<file path="config.mk">
export PLATFORM = sky130hd
export DESIGN_NAME = hpq_store
export DESIGN_NICKNAME = d
export VERILOG_FILES = /design/src/rtl/core/hpq_store.sv
export SDC_FILE = /design/constraint.sdc
export NUM_CORES = 2
export LEC_CHECK = 0
export BUFFER_PORTS_ARGS = -buffer_cell sky130_fd_sc_hd__buf_2
export CAP_MARGIN = 20
export CORE_UTILIZATION = 34
export CTS_CLUSTER_SIZE = 25
export DETAILED_ROUTE_END_ITERATION = 12
export SYNTH_ARGS = -nofsm -noshare
export SYNTH_HDL_FRONTEND = slang
export SYNTH_SLANG_ARGS = --single-unit
</file>
<file path="constraint.sdc">
create_clock -name clk -period 4 [get_ports clk]
set_input_delay 0.6 -clock clk [delete_from_list [all_inputs] [get_ports clk]]
set_output_delay 0.6 -clock clk [all_outputs]
set_load 0.05 [all_outputs]
</file>
<file path="src/rtl/core/hpq_store.sv">
// Heap storage: one synchronous RAM, one write port and two registered read ports.
// No package dependency.
module hpq_store #(
  parameter int DEPTH = 128
) (
  input  logic                       clk,
  input  logic                       we,
  input  logic [$clog2(DEPTH)-1:0]   waddr,
  input  logic signed [31:0]         wdata,
  input  logic [$clog2(DEPTH)-1:0]   raddr_a,
  input  logic [$clog2(DEPTH)-1:0]   raddr_b,
  output logic signed [31:0]         rdata_a,
  output logic signed [31:0]         rdata_b
);

  logic signed [31:0] mem [DEPTH];

  always_ff @(posedge clk) begin
    if (we) begin
      mem[waddr] <= wdata;
    end
    rdata_a <= mem[raddr_a];
    rdata_b <= mem[raddr_b];
  end

endmodule

</file>
==> impl_results.md <==
- Status: finished clean
- Slew margin rel.: 0.108
- Worst-path clk slew: 0.06 ns
- CTS Buffer Depth: 4
- Worst skew pair latency: 1.02 ns
- H-tree levels: 5
- Critical Path Sink: rdata_a[30]
- RSZ-0062 raised after global routing: false
- Setup tns final: 0 ns
- Worst Hold Margin: 0.124 ns
- Reg-to-Reg Start: mem[117][30]
- Mapped Cells: 7,701
- Residual DRC: 0
- Post-CTS Setup Bufs: 0
- Setup ws final: 0.720 ns
- WS Path Type: reg -> out
- Synth warnings: 0
- R2R Path End: rdata_a[30]
- CP Depth: 1
- Hold Fails Final Rpt: 0
- Remaining Overflow, GRT: 0
- Tot GR Track Use: 0.226
- Buf+Inv Stages, Crit Path: 1
- WP data arrival: 2.68 ns
- Worst-Margin Slew: 1.34 ns
- Initial antenna violation count: 70
- Io pins: 119
- Post-synthesis net count: 7,756
- Max-Cap Viols: 0
- GRT met1 Usage: 0.293
- Remaining antenna violation count after routing: 0
- Tcrit/Tclk final: 0.820
- Vias: 101k
- Critical path's slowest cell: dfxtp_1
- Tot Pwr: 100 mW
- Fillers: 47.6k
- Post-cts sizing count: 0
- Number of global-route vias before repair: 102k
- Die Ht: 747 µm
- Final Skew: 0.0504 ns
- CP Cell Sequence: buf_2
- Vias/cell: 6.30
- Hold Crit Class: in -> reg
- Global-route wire length before repair: 871,000 µm
- CP max FO: 12
- DP Area: 0.205 mm²
- Hpwl dp: 377,000 µm
- Power per Cell Area: 455 mW/mm²
- Unique cell type count in the Yosys netlist: 17
- Placer Congestion: 0.837
- DR iter-0 viols: 15.3k
- Commonest non-fill, non-tap cell in the layout: edfxtp_1
- Leak Pwr: 66.7 nW
- Register-to-Register Path Depth: 4
- Worst vdd ir: 0.382 mV
- Final setup fails: 0
- Post-synth top area share: 0.652
- CTS Buf Count: 445
- Setup crit start: rdata_a[30]
- Site row count: 273
- M3 GR Usage: 0.0659
- M2 GR Usage: 0.359
- Gr busiest metal: met2
- Post-route design area: 0.220 mm²
- Area leader, netlist: edfxtp_1
- Crit. End Element: output pin
- Largest net degree at the start of global routing: 129
- Sequential fraction of the synthesis area: 0.658
- Max Clock Freq: 0.305 GHz
- Worst EP required: 3.40 ns
- Core Area: 0.553 mm²
- Final wirelength: 641,000 µm
- Crit path launch type: flip-flop
- Die area: 0.558 mm²
- Period minus WS final: 3.28 ns
- R2r setup slk: 1.32 ns
- Mapped Area: 0.189 mm²
- Average size of a mapped cell: 24.5 µm²
- Share of layout cells above drive strength 1: 0.495
- Final #Nets: 8,274
- CTS tree: built
- Drt wl/cell: 40.2 µm
- CP top delay family: flip-flops
- IO buf count: 118
- Clock Tree Root: clkbuf_16
- DP Worst Slack: 0.137 ns
- Initial Util: 0.342
- Crit-path max cell delay: 1.20 ns
- Die X: 747 µm
- P&R area growth vs syn: 16.6%
- Synth area leaders: edfxtp_1, mux4_2, clkbuf_1
- Final Max Slew Viols: 0
- Clock sinks: 4,160
- Hold Buf Count CTS: 0
- #FFs+latches synth: 4,160
- Most frequent cells in the layout: edfxtp_1, mux4_2, clkbuf_16
- Router iterations before antenna repair: 6
[layout make-up]
| cell class | instances | area, µm² | area share |
|---|---|---|---|
| Clock inverter | 278 | 3170 | 0.0144 |
| Antenna cell | 68 | 170 | 0.000773 |
| Multi-Input combinational cell | 2922 | 62900 | 0.286 |
| Timing Repair Buffer | 690 | 8420 | 0.0383 |
| Clock buffer | 562 | 12100 | 0.0549 |
| Tap cell | 7287 | 9120 | 0.0414 |
| Sequential cell | 4160 | 124000 | 0.565 |
[report_power, final]
group,internal [mW],switching (mW)
sequential,48.2,0.395
clock,25.4,17.8
combinational,3.62,4.75
[metal layers]
| metal | up-vias | share of wire | routed length [µm] |
|---|---|---|---|
| li1 | 36562 | - | - |
| met1 | 55850 | 0.36 | 231000 |
| met3 | 1352 | 0.12 | 75700 |
| met5 | - | 0.00047 | 299 |
| met4 | 42 | 0.046 | 29600 |
| met2 | 6712 | 0.47 | 304000 |
[worst register-to-register path: stages, from the launching register on]
cell and delay (ns):
edfxtp_1 0.39, mux4_2 0.48, mux4_2 0.55, mux4_2 0.74, mux2_2 0.40
[cells by family (layout without fill, tap and decap cells)]
group	Yosys count	in the layout	synth area share
AND/OR/NAND/NOR	170	170	0.00369
other	0	68	0
buffers and inverters	619	1530	0.0134
flip-flops	4160	4160	0.658
multiplexers	2752	2752	0.325
[metrics by stage]
stage	cells	util
final	15967	0.398
after global routing	15916	0.398
after CTS	15895	0.398
after detailed placement	15055	0.370
after global placement	15054	0.370
after floorplan	7701	-
[cell usage after synthesis, drive strengths merged]
library cell	count
edfxtp	4096
nor2	122
clkbuf	365
nand2b	2
nor2b	7
nand2	14
nand4	3
nor3	9
nand3	12
mux2	64
buf	254
mux4	2688
or3	1
dfxtp	64
[registers in the layout, summed over array words and instances, names as in the netlist]
name and flops:
mem 4096, rdata_a 32, rdata_b 32
[how the worst min path moves through the flow]
stage / start / to / cells after the start
after floorplan: wdata[0] / mem[0][0] / 0
after global placement: rdata_b[16] / rdata_b[16] / 1
after detailed placement: rdata_b[11] / rdata_b[11] / 1
after CTS: wdata[28] / mem[74][28] / 1
after global routing: wdata[17] / mem[9][17] / 1
final: wdata[17] / mem[9][17] / 1
No activity file was read; power rests on OpenSTA's default activity.
